[src/rtl/hbe_pkg.sv]
// ----------------------------------------------------------------------------
// hbe_pkg
// Shared constants and types for the HTTP body extractor.
// ----------------------------------------------------------------------------
package hbe_pkg;

  // Default counter width for chunk size and byte count
  localparam int COUNT_WIDTH_DEF = 32;

  // APB register map: register i at byte address 4*i
  localparam int APB_ADDR_W = 3;
  localparam int APB_DATA_W = 32;
  localparam int CFG_LENGTH_W = 32;

  localparam logic REG_BODY_MODE      = 1'b0;
  localparam logic REG_CONTENT_LENGTH = 1'b1;

  // Body framing modes
  localparam logic [1:0] MODE_NONE        = 2'd0;
  localparam logic [1:0] MODE_CHUNKED     = 2'd1;
  localparam logic [1:0] MODE_FIXED       = 2'd2;
  localparam logic [1:0] MODE_UNTIL_CLOSE = 2'd3;

  // Chunked parser phases
  localparam int PHASE_W = 3;
  localparam logic [PHASE_W-1:0] PH_SIZE    = 3'd0;
  localparam logic [PHASE_W-1:0] PH_EXT     = 3'd1;
  localparam logic [PHASE_W-1:0] PH_SIZE_LF = 3'd2;
  localparam logic [PHASE_W-1:0] PH_DATA    = 3'd3;
  localparam logic [PHASE_W-1:0] PH_DATA_CR = 3'd4;
  localparam logic [PHASE_W-1:0] PH_DATA_LF = 3'd5;
  localparam logic [PHASE_W-1:0] PH_LAST_CR = 3'd6;
  localparam logic [PHASE_W-1:0] PH_LAST_LF = 3'd7;

  // Characters
  localparam logic [7:0] CH_CR = 8'h0d;
  localparam logic [7:0] CH_LF = 8'h0a;
  localparam int HEX_DIGIT_W = 4;

  // Outcome of one byte in the chunk parser
  typedef struct packed {
    logic [PHASE_W-1:0] phase;
    logic               payload;
    logic               done;
    logic               error;
  } chunk_step_t;

  // Hex digit decode: is_hex plus value
  function automatic logic [HEX_DIGIT_W:0] hex_decode(input logic [7:0] c);
    logic [HEX_DIGIT_W:0] r;
    r = '0;
    if (c >= "0" && c <= "9") begin
      r = {1'b1, 4'(c - "0")};
    end else if (c >= "a" && c <= "f") begin
      r = {1'b1, 4'(c - "a" + 8'd10)};
    end else if (c >= "A" && c <= "F") begin
      r = {1'b1, 4'(c - "A" + 8'd10)};
    end
    return r;
  endfunction

endpackage

[src/rtl/hbe_if.sv]
// ----------------------------------------------------------------------------
// hbe stream interfaces
// Valid/ready channels for raw body bytes and extracted results.
// ----------------------------------------------------------------------------
interface hbe_raw_if;
  logic       valid;
  logic       ready;
  logic [7:0] in_byte;
  logic       end_of_stream;

  modport source(output valid, in_byte, end_of_stream, input ready);
  modport sink(input valid, in_byte, end_of_stream, output ready);
endinterface

interface hbe_out_if;
  logic       valid;
  logic       ready;
  logic [7:0] payload_byte;
  logic       payload_valid;
  logic       body_done;
  logic       framing_error;

  modport source(output valid, payload_byte, payload_valid, body_done, framing_error,
                 input ready);
  modport sink(input valid, payload_byte, payload_valid, body_done, framing_error,
               output ready);
endinterface

[src/rtl/hbe_chunk_parser.sv]
// ----------------------------------------------------------------------------
// hbe_chunk_parser
// Next-state logic of the chunked transfer decoder for one byte.
// ----------------------------------------------------------------------------
module hbe_chunk_parser import hbe_pkg::*; #(
  parameter int COUNT_WIDTH = COUNT_WIDTH_DEF
) (
  input  logic [PHASE_W-1:0]     phase,
  input  logic [COUNT_WIDTH-1:0] remaining,
  input  logic [7:0]             in_byte,
  output chunk_step_t            step,
  output logic [COUNT_WIDTH-1:0] remaining_next
);

  logic [HEX_DIGIT_W:0]   hex;
  logic [COUNT_WIDTH-1:0] remaining_dec;
  logic                   size_full;

  assign hex           = hex_decode(in_byte);
  assign remaining_dec = remaining - 1'b1;
  // another digit would push bits out the top
  assign size_full     = |remaining[COUNT_WIDTH-1 -: HEX_DIGIT_W];

  always_comb begin
    step           = '{phase: phase, payload: 1'b0, done: 1'b0, error: 1'b0};
    remaining_next = remaining;
    unique case (phase)
      PH_SIZE: begin
        if (hex[HEX_DIGIT_W]) begin
          if (size_full) begin
            step.error = 1'b1;
          end else begin
            remaining_next = {remaining[COUNT_WIDTH-HEX_DIGIT_W-1:0], hex[HEX_DIGIT_W-1:0]};
          end
        end else if (in_byte == CH_CR) begin
          step.phase = PH_SIZE_LF;
        end else if (in_byte == CH_LF) begin
          step.error = 1'b1;
        end else begin
          step.phase = PH_EXT;
        end
      end
      // extension: skip up to CR
      PH_EXT: begin
        if (in_byte == CH_CR) begin
          step.phase = PH_SIZE_LF;
        end else if (in_byte == CH_LF) begin
          step.error = 1'b1;
        end
      end
      PH_SIZE_LF: begin
        if (in_byte != CH_LF) begin
          step.error = 1'b1;
        end else if (remaining == '0) begin
          step.phase = PH_LAST_CR;
        end else begin
          step.phase = PH_DATA;
        end
      end
      PH_DATA: begin
        step.payload   = 1'b1;
        remaining_next = remaining_dec;
        if (remaining_dec == '0) begin
          step.phase = PH_DATA_CR;
        end
      end
      PH_DATA_CR: begin
        if (in_byte == CH_CR) step.phase = PH_DATA_LF;
        else step.error = 1'b1;
      end
      PH_DATA_LF: begin
        if (in_byte == CH_LF) begin
          step.phase     = PH_SIZE;
          remaining_next = '0;
        end else begin
          step.error = 1'b1;
        end
      end
      PH_LAST_CR: begin
        if (in_byte == CH_CR) step.phase = PH_LAST_LF;
        else step.error = 1'b1;
      end
      PH_LAST_LF: begin
        if (in_byte == CH_LF) step.done = 1'b1;
        else step.error = 1'b1;
      end
      default: begin
        step.error = 1'b1;
      end
    endcase
  end

endmodule

[src/rtl/http_body_extractor_core.sv]
// ----------------------------------------------------------------------------
// http_body_extractor_core
// Extracts payload bytes from an HTTP body: no body, chunked, fixed length
// or read until close, selected by an APB register.
// ----------------------------------------------------------------------------
//   channel     dir  transaction
//   raw         in   in_byte, end_of_stream
//   extracted   out  payload_byte, payload_valid, body_done, framing_error
//   apb         cfg  body_mode @0x0, content_length @0x4
//
// One result per byte, one byte per cycle; the parse state updates in the
// same cycle the byte is taken and the result lands in one output register.
// raw.ready stays high while the output register is empty or being drained,
// so once extracted.ready returns, a waiting byte is taken in that same cycle.
// Synchronous reset clears the parse state, flags, registers and output valid.
// ----------------------------------------------------------------------------
module http_body_extractor_core import hbe_pkg::*; #(
  parameter int COUNT_WIDTH = COUNT_WIDTH_DEF
) (
  input  logic                  clk,
  input  logic                  rst,
  input  logic                  psel,
  input  logic                  penable,
  input  logic                  pwrite,
  input  logic [APB_ADDR_W-1:0] paddr,
  input  logic [APB_DATA_W-1:0] pwdata,
  output logic [APB_DATA_W-1:0] prdata,
  output logic                  pready,
  hbe_raw_if.sink               raw,
  hbe_out_if.source             extracted
);

  localparam int CMP_W = (COUNT_WIDTH > CFG_LENGTH_W) ? COUNT_WIDTH : CFG_LENGTH_W;

  // configuration
  logic [1:0]              body_mode;
  logic [CFG_LENGTH_W-1:0] content_length;

  // parse state
  logic [PHASE_W-1:0]     parse_phase, parse_phase_next;
  logic [COUNT_WIDTH-1:0] chunk_remaining, chunk_remaining_next;
  logic [COUNT_WIDTH-1:0] bytes_received, bytes_received_next;
  logic                   done_flag, done_flag_next;
  logic                   error_flag, error_flag_next;
  logic                   emit_valid;

  // output register
  logic       out_valid;
  logic [7:0] out_byte;
  logic       out_payload_valid;

  logic                   accept;
  logic                   cfg_write;
  chunk_step_t            chunk_step;
  logic [COUNT_WIDTH-1:0] chunk_remaining_step;
  logic [COUNT_WIDTH-1:0] bytes_inc;
  logic                   fixed_reached, fixed_reached_inc;

  // APB register file
  assign pready    = 1'b1;
  assign cfg_write = psel && penable && pwrite && pready;

  always_ff @(posedge clk) begin
    if (rst) begin
      body_mode      <= MODE_NONE;
      content_length <= '0;
    end else if (cfg_write) begin
      unique case (paddr[APB_ADDR_W-1])
        REG_BODY_MODE:      body_mode      <= pwdata[1:0];
        REG_CONTENT_LENGTH: content_length <= pwdata[CFG_LENGTH_W-1:0];
        default:            body_mode      <= body_mode;
      endcase
    end
  end

  always_comb begin
    unique case (paddr[APB_ADDR_W-1])
      REG_BODY_MODE:      prdata = APB_DATA_W'(body_mode);
      REG_CONTENT_LENGTH: prdata = APB_DATA_W'(content_length);
      default:            prdata = '0;
    endcase
  end

  // handshake: a new byte enters whenever the output register can take a result
  assign raw.ready = !out_valid || extracted.ready;
  assign accept    = raw.valid && raw.ready;

  hbe_chunk_parser #(
    .COUNT_WIDTH(COUNT_WIDTH)
  ) u_chunk (
    .phase         (parse_phase),
    .remaining     (chunk_remaining),
    .in_byte       (raw.in_byte),
    .step          (chunk_step),
    .remaining_next(chunk_remaining_step)
  );

  // fixed length: saturating count and compares against content_length
  assign bytes_inc         = (&bytes_received) ? bytes_received : bytes_received + 1'b1;
  assign fixed_reached     = CMP_W'(bytes_received) >= CMP_W'(content_length);
  assign fixed_reached_inc = CMP_W'(bytes_inc) >= CMP_W'(content_length);

  // next state for one byte
  always_comb begin
    parse_phase_next     = parse_phase;
    chunk_remaining_next = chunk_remaining;
    bytes_received_next  = bytes_received;
    done_flag_next       = done_flag;
    error_flag_next      = error_flag;
    emit_valid           = 1'b0;
    if (!done_flag && !error_flag) begin
      priority if (body_mode == MODE_NONE) begin
        done_flag_next = 1'b1;
      end else if (raw.end_of_stream) begin
        done_flag_next = 1'b1;
      end else begin
        unique case (body_mode)
          MODE_CHUNKED: begin
            parse_phase_next     = chunk_step.phase;
            chunk_remaining_next = chunk_remaining_step;
            emit_valid           = chunk_step.payload;
            done_flag_next       = chunk_step.done;
            error_flag_next      = chunk_step.error;
          end
          MODE_FIXED: begin
            if (fixed_reached) begin
              done_flag_next = 1'b1;
            end else begin
              emit_valid          = 1'b1;
              bytes_received_next = bytes_inc;
              done_flag_next      = fixed_reached_inc;
            end
          end
          MODE_UNTIL_CLOSE: emit_valid = 1'b1;
          default:          done_flag_next = 1'b1;
        endcase
      end
    end
  end

  // state registers
  always_ff @(posedge clk) begin
    if (rst) begin
      parse_phase     <= PH_SIZE;
      chunk_remaining <= '0;
      bytes_received  <= '0;
      done_flag       <= 1'b0;
      error_flag      <= 1'b0;
    end else if (accept) begin
      parse_phase     <= parse_phase_next;
      chunk_remaining <= chunk_remaining_next;
      bytes_received  <= bytes_received_next;
      done_flag       <= done_flag_next;
      error_flag      <= error_flag_next;
    end
  end

  // result register
  always_ff @(posedge clk) begin
    if (rst) begin
      out_valid <= 1'b0;
    end else if (accept) begin
      out_valid <= 1'b1;
    end else if (extracted.ready) begin
      out_valid <= 1'b0;
    end
  end

  always_ff @(posedge clk) begin
    if (accept) begin
      out_byte          <= emit_valid ? raw.in_byte : 8'h00;
      out_payload_valid <= emit_valid;
    end
  end

  assign extracted.valid         = out_valid;
  assign extracted.payload_byte  = out_byte;
  assign extracted.payload_valid = out_payload_valid;
  assign extracted.body_done     = done_flag;
  assign extracted.framing_error = error_flag;

  // checks
  a_error_sticky: assert property (@(posedge clk) disable iff (rst)
    error_flag |=> error_flag)
    else $error("framing error flag cleared without reset");

  a_done_sticky: assert property (@(posedge clk) disable iff (rst)
    done_flag |=> done_flag)
    else $error("body done flag cleared without reset");

  a_no_payload_on_error: assert property (@(posedge clk) disable iff (rst)
    out_valid |-> !(out_payload_valid && error_flag))
    else $error("payload byte delivered with framing error");

  a_state_holds_idle: assert property (@(posedge clk) disable iff (rst)
    !accept |=> $stable(parse_phase) && $stable(chunk_remaining) && $stable(bytes_received))
    else $error("parse state changed without a transaction");

  a_zero_when_not_payload: assert property (@(posedge clk) disable iff (rst)
    (out_valid && !out_payload_valid) |-> (out_byte == 8'h00))
    else $error("non-payload result carries a byte");

endmodule
[src/flat_wrapper.sv]
// flat-port wrapper written by rule: the top's interface ports become plain ports
module http_body_extractor_core_flat import hbe_pkg::*;
#(
  parameter int COUNT_WIDTH = COUNT_WIDTH_DEF
)
  (clk, rst, psel, penable, pwrite, paddr, pwdata, prdata, pready, raw_valid, raw_in_byte, raw_end_of_stream, raw_ready, extracted_valid, extracted_payload_byte, extracted_payload_valid, extracted_body_done, extracted_framing_error, extracted_ready);
  hbe_raw_if raw_i ();
  hbe_out_if extracted_i ();
  input  logic clk;
  input  logic rst;
  input  logic psel;
  input  logic penable;
  input  logic pwrite;
  input  logic [APB_ADDR_W-1:0] paddr;
  input  logic [APB_DATA_W-1:0] pwdata;
  output logic [APB_DATA_W-1:0] prdata;
  output logic pready;
  input wire logic [$bits(raw_i.valid)-1:0] raw_valid;
  input wire logic [$bits(raw_i.in_byte)-1:0] raw_in_byte;
  input wire logic [$bits(raw_i.end_of_stream)-1:0] raw_end_of_stream;
  output wire logic [$bits(raw_i.ready)-1:0] raw_ready;
  output wire logic [$bits(extracted_i.valid)-1:0] extracted_valid;
  output wire logic [$bits(extracted_i.payload_byte)-1:0] extracted_payload_byte;
  output wire logic [$bits(extracted_i.payload_valid)-1:0] extracted_payload_valid;
  output wire logic [$bits(extracted_i.body_done)-1:0] extracted_body_done;
  output wire logic [$bits(extracted_i.framing_error)-1:0] extracted_framing_error;
  input wire logic [$bits(extracted_i.ready)-1:0] extracted_ready;
  assign raw_i.valid = raw_valid;
  assign raw_i.in_byte = raw_in_byte;
  assign raw_i.end_of_stream = raw_end_of_stream;
  assign raw_ready = raw_i.ready;
  assign extracted_valid = extracted_i.valid;
  assign extracted_payload_byte = extracted_i.payload_byte;
  assign extracted_payload_valid = extracted_i.payload_valid;
  assign extracted_body_done = extracted_i.body_done;
  assign extracted_framing_error = extracted_i.framing_error;
  assign extracted_i.ready = extracted_ready;
  http_body_extractor_core #(.COUNT_WIDTH(COUNT_WIDTH)) u_core (.clk(clk), .rst(rst), .psel(psel), .penable(penable), .pwrite(pwrite), .paddr(paddr), .pwdata(pwdata), .prdata(prdata), .pready(pready), .raw(raw_i), .extracted(extracted_i));
endmodule
[config.mk]
export PLATFORM = sky130hd
export DESIGN_NAME = http_body_extractor_core_flat
export DESIGN_NICKNAME = d
export VERILOG_FILES = /design/src/rtl/hbe_pkg.sv /design/src/rtl/hbe_if.sv /design/src/rtl/hbe_chunk_parser.sv /design/src/rtl/http_body_extractor_core.sv /design/src/flat_wrapper.sv
export SDC_FILE = /design/constraint.sdc
export NUM_CORES = 1
export LEC_CHECK = 0
export BUFFER_PORTS_ARGS = -buffer_cell sky130_fd_sc_hd__buf_2
export CORE_UTILIZATION = 45
export CTS_BUF_LIST = sky130_fd_sc_hd__clkbuf_4 sky130_fd_sc_hd__clkbuf_8 sky130_fd_sc_hd__clkbuf_16
export DETAILED_ROUTE_END_ITERATION = 12
export GPL_TIMING_DRIVEN = 0
export HOLD_SLACK_MARGIN = 0.06
export PLACE_DENSITY = 0.64
export SYNTH_ARGS = -nofsm -noshare
export SYNTH_HDL_FRONTEND = slang
export SYNTH_HIERARCHICAL = 1
export SYNTH_SLANG_ARGS = --single-unit
[constraint.sdc]
create_clock -name clk -period 3.7 [get_ports clk]
set_input_delay 0.185 -clock clk [delete_from_list [all_inputs] [get_ports clk]]
set_output_delay 0.185 -clock clk [all_outputs]
set_load 0.02 [all_outputs]
# [Yosys cells after proc, flatten, opt, wreduce, memory -nomap -nowiden]
# Index checks and enable logic that the tools add are counted.
[totals] register_bits=113 in_bits=51 output_inout_bits=46
[classes] addsub=7 order_cmp=8 eq_ne=24 n_mux=41 bitwise=4 reduce_logical=29
[op_table] op="32-bit two-way mux" n=4
[op_table] op="32-bit one-hot mux with 3 select lines" n=1
[op_table] op="32-bit greater-or-equal comparator" n=2
[op_table] op="32-bit logical NOT" n=2
[op_table] op="32-bit one-hot mux with 2 select lines" n=1
[op_table] op="32-bit by 1-bit adder with 32-bit output, second input constant" n=1
[op_table] op="32-bit AND reduction" n=1
[op_table] op="32-bit by 1-bit subtractor with 32-bit output, second input constant" n=1
[op_table] op="3-bit two-way mux" n=10
[op_table] op="3-bit one-hot mux with 7 select lines" n=1
[op_table] op="1-bit two-way mux" n=18
[op_table] op="2-bit inequality test, second input constant" n=9
[op_table] op="8-bit by 4-bit == test with 1-bit output, second input constant" n=2
[op_table] op="8-bit by 7-bit greater-or-equal comparator with 1-bit output, second input constant" n=2
[op_table] op="8-bit by 7-bit less-or-equal comparator with 1-bit output, second input constant" n=2
[op_table] op="5-bit two-way mux" n=3
[op_table] op="14-bit AND reduction" n=1
[op_table] op="3-bit == test, second input constant" n=4
[op_table] op="4-bit by 1-bit subtractor with 4-bit output, second input constant" n=3
[op_table] op="9-bit AND reduction" n=1
[op_table] op="4-bit adder, second input constant" n=2
[op_table] op="8-bit by 6-bit greater-or-equal comparator with 1-bit output, second input constant" n=1
[op_table] op="8-bit by 6-bit less-or-equal comparator with 1-bit output, second input constant" n=1
[op_table] op="8-bit by 4-bit inequality test with 1-bit output, second input constant" n=1
[op_table] op="23 further kinds" n=39

# [Logic depth before layout (Yosys ltp)]
[logic_depth] ltp_word=8 ltp_mapped=15 mapped_depth_nobuf=15

# [Modules after synthesis]
# The synthesis kept the hierarchy.
[modules_own_cells] module="http_body_extractor_core" instances=1 cells_each=852 area_each_um2=6826.5
[modules_own_cells] module="hbe_chunk_parser" instances=1 cells_each=304 area_each_um2=1799.2

# [Worst setup path after synthesis]
# OpenSTA, ideal clock, no wires.
[synth_path] kind="register to register" startpoint="register u_core.bytes_received[19]" endpoint="register u_core.done_flag (netlist: u_core/extracted.body_done)" arrival_ns=3.218 setup_slack_ns=0.353 path_stages_with_launch=16 synth_period_minus_slack_ns=3.347 path_cell_list="dfxtp_1 > clkbuf_2 > nand4_1 > or2_2 > nor4_4 > nor2_1 > and3_1 > xor2_1 > ha_1 > a21o_1 > a21oi_1 > nor2b_1 > o311ai_0 > a2111oi_0 > o21ai_0 > a21oi_1"
[synth_via] elab_chain_cells=7 word_cells_on_any_way=9
[synth_rtl] element="from (decl)" line_no="http_body_extractor_core.sv:42" text="logic [COUNT_WIDTH-1:0] bytes_received, bytes_received_next;"
[synth_rtl] element="from (signal assigned)" line_no="http_body_extractor_core.sv:152" text="bytes_received <= bytes_received_next;"
[synth_rtl] element="32-bit AND reduction" line_no="http_body_extractor_core.sv:99" text="assign bytes_inc = (&bytes_received) ? bytes_received : bytes_received + 1'b1;"
[synth_rtl] element="32-bit two-way mux" line_no="http_body_extractor_core.sv:99"
[synth_rtl] element="net u_core.bytes_inc[5]" line_no="http_body_extractor_core.sv:56" text="logic [COUNT_WIDTH-1:0] bytes_inc;"
[synth_rtl] element="32-bit greater-or-equal comparator" line_no="http_body_extractor_core.sv:101" text="assign fixed_reached_inc = CMP_W'(bytes_inc) >= CMP_W'(content_length);"
[synth_rtl] element="1-bit two-way mux" line_no="http_body_extractor_core.sv:126" text="if (fixed_reached) begin"
[synth_rtl] element="1-bit one-hot mux with 3 select lines" line_no="http_body_extractor_core.sv:117" text="unique case (body_mode)"
[synth_rtl] element="1-bit two-way mux" line_no="http_body_extractor_core.sv:114" text="end else if (raw.end_of_stream) begin"
[synth_rtl] element="1-bit two-way mux" line_no="http_body_extractor_core.sv:112" text="priority if (body_mode == MODE_NONE) begin"
[synth_rtl] element="to (signal assigned)" line_no="http_body_extractor_core.sv:153" text="done_flag <= done_flag_next;"
[synth_rtl] element="to (decl)" line_no="http_body_extractor_core.sv:43" text="logic done_flag, done_flag_next;"
# The timed path passes the listed nets, and every way through them passes these cells.
# A chain may end at the register's enable or synchronous reset.

# [Worst setup path in the final report]
[layout_path] startpoint="register u_core.bytes_received[0]" endpoint="register u_core.done_flag (netlist: u_core/extracted.body_done)"
[layout_via] elab_chain_cells=7 word_cells_on_any_way=9
[layout_rtl] element="32-bit by 1-bit adder with 32-bit output / 32-bit AND reduction (equally long branches)" line_no="http_body_extractor_core.sv:99"
[layout_rtl] element="32-bit two-way mux (*)" line_no="http_body_extractor_core.sv:99"
[layout_rtl] element="net u_core.bytes_inc[5]" line_no="http_body_extractor_core.sv:56"
[layout_rtl] element="32-bit greater-or-equal comparator (*)" line_no="http_body_extractor_core.sv:101"
[layout_rtl] element="1-bit two-way mux (*)" line_no="http_body_extractor_core.sv:126"
[layout_rtl] element="1-bit one-hot mux with 3 select lines (*)" line_no="http_body_extractor_core.sv:117"
[layout_rtl] element="1-bit two-way mux (*)" line_no="http_body_extractor_core.sv:114"
[layout_rtl] element="1-bit two-way mux (*)" line_no="http_body_extractor_core.sv:112"
# The timed path passes the listed nets; every way through them passes the cells marked *.

==> results_dict.tcl <==
set metrics [dict create \
    setup.worst_path.start "u_core/bytes_received[0]" \
    holdCritPathClass "input pin to flop" \
    tritoncts.num_buffers 17 \
    route.antenna.remaining_nets 0 \
    dpl_cell_area_mm2 0.009374 \
    clockBufferDepth 2 \
    area_growth_syn_to_layout_pct 20.29 \
    power.share.clock_pct 50.1 \
    grt.overflow.total 0 \
    max-vdd-ir-drop_uv 325.0 \
    synthesis.instances 1156 \
    timing.setup.critical_path_class "flop to flop" \
    synth_top_cell_by_area "dfxtp_1" \
    portBuffers 91 \
    cp-start-kind "flop" \
    chipHeight_um 140.5 \
    register_to_register_path_setup_slack_ps 90 \
    grt_setup_unrepaired "true" \
    post_synth_instance_area_mm2 0.008626 \
    cp_cell_sequence "ha_2 > and2_1 > nand3_1 > nor4_4 > nor2_2 > and3_1 > xor2_1 > ha_1 > a21o_1 > a21oi_1 > nor2b_1 > o311ai_2 > a2111oi_2 > o21ai_0 > a21oi_1" \
    clock_tree.htree_level_count 4 \
    worst-endpoint-required_ps 3990 \
    sequential_cell_area_mm2 0.002365 \
    sequential_to_total_area_share_from_yosys_stat_pct 27.27 \
    final_number_of_setup_violating_endpoints 0 \
    multiInputGateArea_mm2 0.005896 \
    drive_above_1_share_pct 14.93 \
    synth_most_common_cell "nand2_1" \
    vias_after_detailed_routing 9051 \
    worstPathMaxFanout 5 \
    fin_total_pwr_mw 3.174 \
    antenna_cells_inserted 0 \
    cts_num_sinks 113 \
    maxClockFrequency_mhz 276.9 \
    dp_cells 1481 \
    period_share_pct 97.61 \
    number_of_synthesized_flops_with_an_enable_pin 9 \
    synth_top_cells_by_count "nand2_1, a21oi_1, dfxtp_1" \
    synth_flop_cell "dfxtp_1" \
    mean_routed_wirelength_per_cell_um 17.40 \
    grt.total_usage_pct 28.27 \
    routabilityCongestion 0.9216 \
    p_sw_share_pct 26.09 \
    routed_wirelength_um 26910 \
    die_area_mm2 0.01973 \
    grt_antenna_before_repair 0 \
    detailed_placement_wirelength_estimate_um 19620 \
    post-place-ws_ps -747.0 \
    regToRegStartpoint "u_core/bytes_received[0]" \
    sort_of_element_at_the_end_of_the_critical_path "flop" \
    hold_path.startpoint "pwdata[9]" \
    synthDominantCellAreaShare_pct 24.14 \
    first_iter_violations 811 \
    hold_violations 0 \
    worstReg2RegEnd "u_core/extracted.body_done" \
    combinationalPowerShare_pct 10.4 \
    rr_worst_depth 15 \
    max_stage_delay_ps 460 \
    worst_path_max_delay_cell "nor4_4" \
    core.rowCount 50 \
    io_pins 97 \
    final_max_slew_viol_count 0 \
    finish.cell_count_without_fillers 1547 \
    placeableCoreArea_mm2 0.01877 \
    max_slew_margin_pct 30.97 \
    fin_crit_ps 3612 \
    transition_time_at_the_pin_with_the_least_slew_margin_ps 1028 \
    crit_arrival_ps 3900 \
    p_leak_nw 4.237 \
    final.setup.worst_slack_ps 88.49 \
    power.sequential.fraction_pct 39.6 \
    design_area_mm2 0.01038 \
    grt_pass1_vias 8407 \
    worst_hold_path.num_cells 3 \
    timing.hold.worst_endpoint "u_core/content_length[9]" \
    clock-skew-final_ps 7.554 \
    layout.nets 1427 \
    power_density_over_cell_area_mw_per_mm2 305.9 \
    max_cap_viol_count 0 \
    tritoncts "built" \
    clkSlewWorstSetupHoldPaths_ps 50 \
    grt_max_degree 17 \
    cell_internal_pwr_mw 2.346 \
    clkLatencyLatePin_ps 420 \
    chipWidth_um 140.5 \
    async_s_r_ff_share_synth_pct 0 \
    synthDistinctLibCells 73 \
    firstDrtPassIters 5 \
    initial_utilization_pct 45.96 \
    ys_ff_latch 113 \
    yosys_warnings 6 \
    filler_cell_count 1830 \
    clock-root-buffer "clkbuf_16" \
    grt_first_pass_wirelength_um 43970 \
    status "completed" \
    finalHoldWorstSlack_ps 79.49 \
    drt-vias-per-instance 5.851 \
    syn-num-nets 1283 \
    route.detailed.drc 0 \
    netSwitchingPower_mw 0.8281 \
    synth_area_per_cell_um2 7.462 \
    dominant_cells_by_area_after_synthesis "dfxtp_1, ha_1, nand2_1" \
    critical-path-top-cell-by-count "a21oi_1" \
]
==> power by group through the flow <==
stage | combinational (mW) | clock, mW | sequential [mW]
floorplan | 0.151 | 0 | 1.29
global placement | 0.283 | 0 | 1.28
detailed placement | 0.284 | 0 | 1.28
CTS | 0.319 | 1.62 | 1.25
global route | 0.355 | 1.67 | 1.26
finish | 0.329 | 1.59 | 1.26
==> worst max path at each step <==
stage	endpoint	slack (ps)
floorplan	u_core/extracted.body_done	350
global placement	u_core/extracted.body_done	-800
detailed placement	u_core/extracted.body_done	-750
CTS	u_core/extracted.body_done	20
global route	u_core/extracted.body_done	-60
finish	u_core/extracted.body_done	90
==> cell usage in the layout (no fill, tap or decap), drive strengths merged, types with 5 or more instances in the layout <==
cell type    Yosys  layout
nor4            24      24
buf              6     100
and2            42      42
nor2b           13      13
ha              76      76
a21oi          134     134
or4             23      23
nand3           29      29
xnor2           23      23
a31oi            5       5
xor2            16      16
a21o            12      12
and4             7       7
nand2          210     210
nand4           25      25
clkinv           0       8
a2111oi          5       5
nand2b           8       8
nand4b           5       5
o21ai           40      40
a221o            9       9
nor3b            6       6
a22oi            8       8
o31ai           17      17
dlygate4sd3      0      32
clkbuf          58      76
inv             53      53
dfxtp          104     104
nor3            27      27
edfxtp           9       9
nor2            81      81
or3             10      10
o211ai           6       6
mux2            14      14
and3             7       7
==> sequential cells by signal, summed over array words and instances, names as in the netlist <==
name                            flops
u_core/extracted.payload_byte       8
u_core/chunk_remaining             32
u_core/body_mode                    2
u_core/extracted.payload_valid      1
u_core/parse_phase                  3
u_core/extracted.valid              1
u_core/extracted.body_done          1
u_core/extracted.framing_error      1
u_core/bytes_received              32
u_core/content_length              32
==> per-layer routing <==
| metal | part of all wire, % | vias up | GRT usage [%] |
|---|---|---|---|
| met5 | 0 | - | 0 |
| met4 | 1.8 | 0 | 9.153 |
| met3 | 7.2 | 36 | 4.581 |
| met2 | 42 | 356 | 42.74 |
| met1 | 49 | 4229 | 40.74 |
| li1 | - | 4430 | - |
==> critical path, delay by kind of cell (launching register included) <==
kind | cells | cell delay (ps)
adders and majority gates | 2 | 520
AOI/OAI and AO/OA | 6 | 1160
and+or+nand+nor | 6 | 1260
DFF | 1 | 380
xor gates and xnor gates | 1 | 150
==> area by class of cell <==
class                           instances  share of cell area, %
Timing Repair Buffer                  127                  7.766
Sequential cell                       113                  22.79
Inverter                               53                  1.917
Tap cell                              234                  2.822
Clock inverter                         13                  1.158
Buffer                                 62                  2.484
Multi-Input combinational cell        926                  56.82
Clock buffer                           19                  4.245
==> repair_timing <==
| item | CTS | global route |
|---|---|---|
| hold buffers | 32 | 0 |
| endpoints found under the hold margin | 34 | 0 |
| resized for setup | 12 | 21 |
| pin swaps | 4 | 2 |
| setup buffers | 4 | 0 |
| endpoints found under the setup margin | 1 | 23 |
==> cells by family (layout without fill, tap and decap cells) <==
| logic type | after synthesis | after routing | synth area share, % |
|---|---|---|---|
| and+or+nand+nor | 529 | 529 | 31.49 |
| DFF | 113 | 113 | 27.27 |
| xor gates and xnor gates | 39 | 39 | 3.960 |
| other | 1 | 1 | 0.04347 |
| muxes | 16 | 16 | 2.060 |
| adders and majority gates | 76 | 76 | 11.02 |
| buffers and inverters | 117 | 274 | 5.352 |
| AOI/OAI and AO/OA | 265 | 265 | 18.80 |
==> metrics by stage <==
step | utilization [%] | TNS (ps)
finish | 55.29 | 0
global route | 55.29 | -64.48
CTS | 54.99 | 0
detailed placement | 49.95 | -747.0
global placement | 49.95 | -802.7
floorplan | - | 0
No activity file was read; power rests on OpenSTA's default activity.
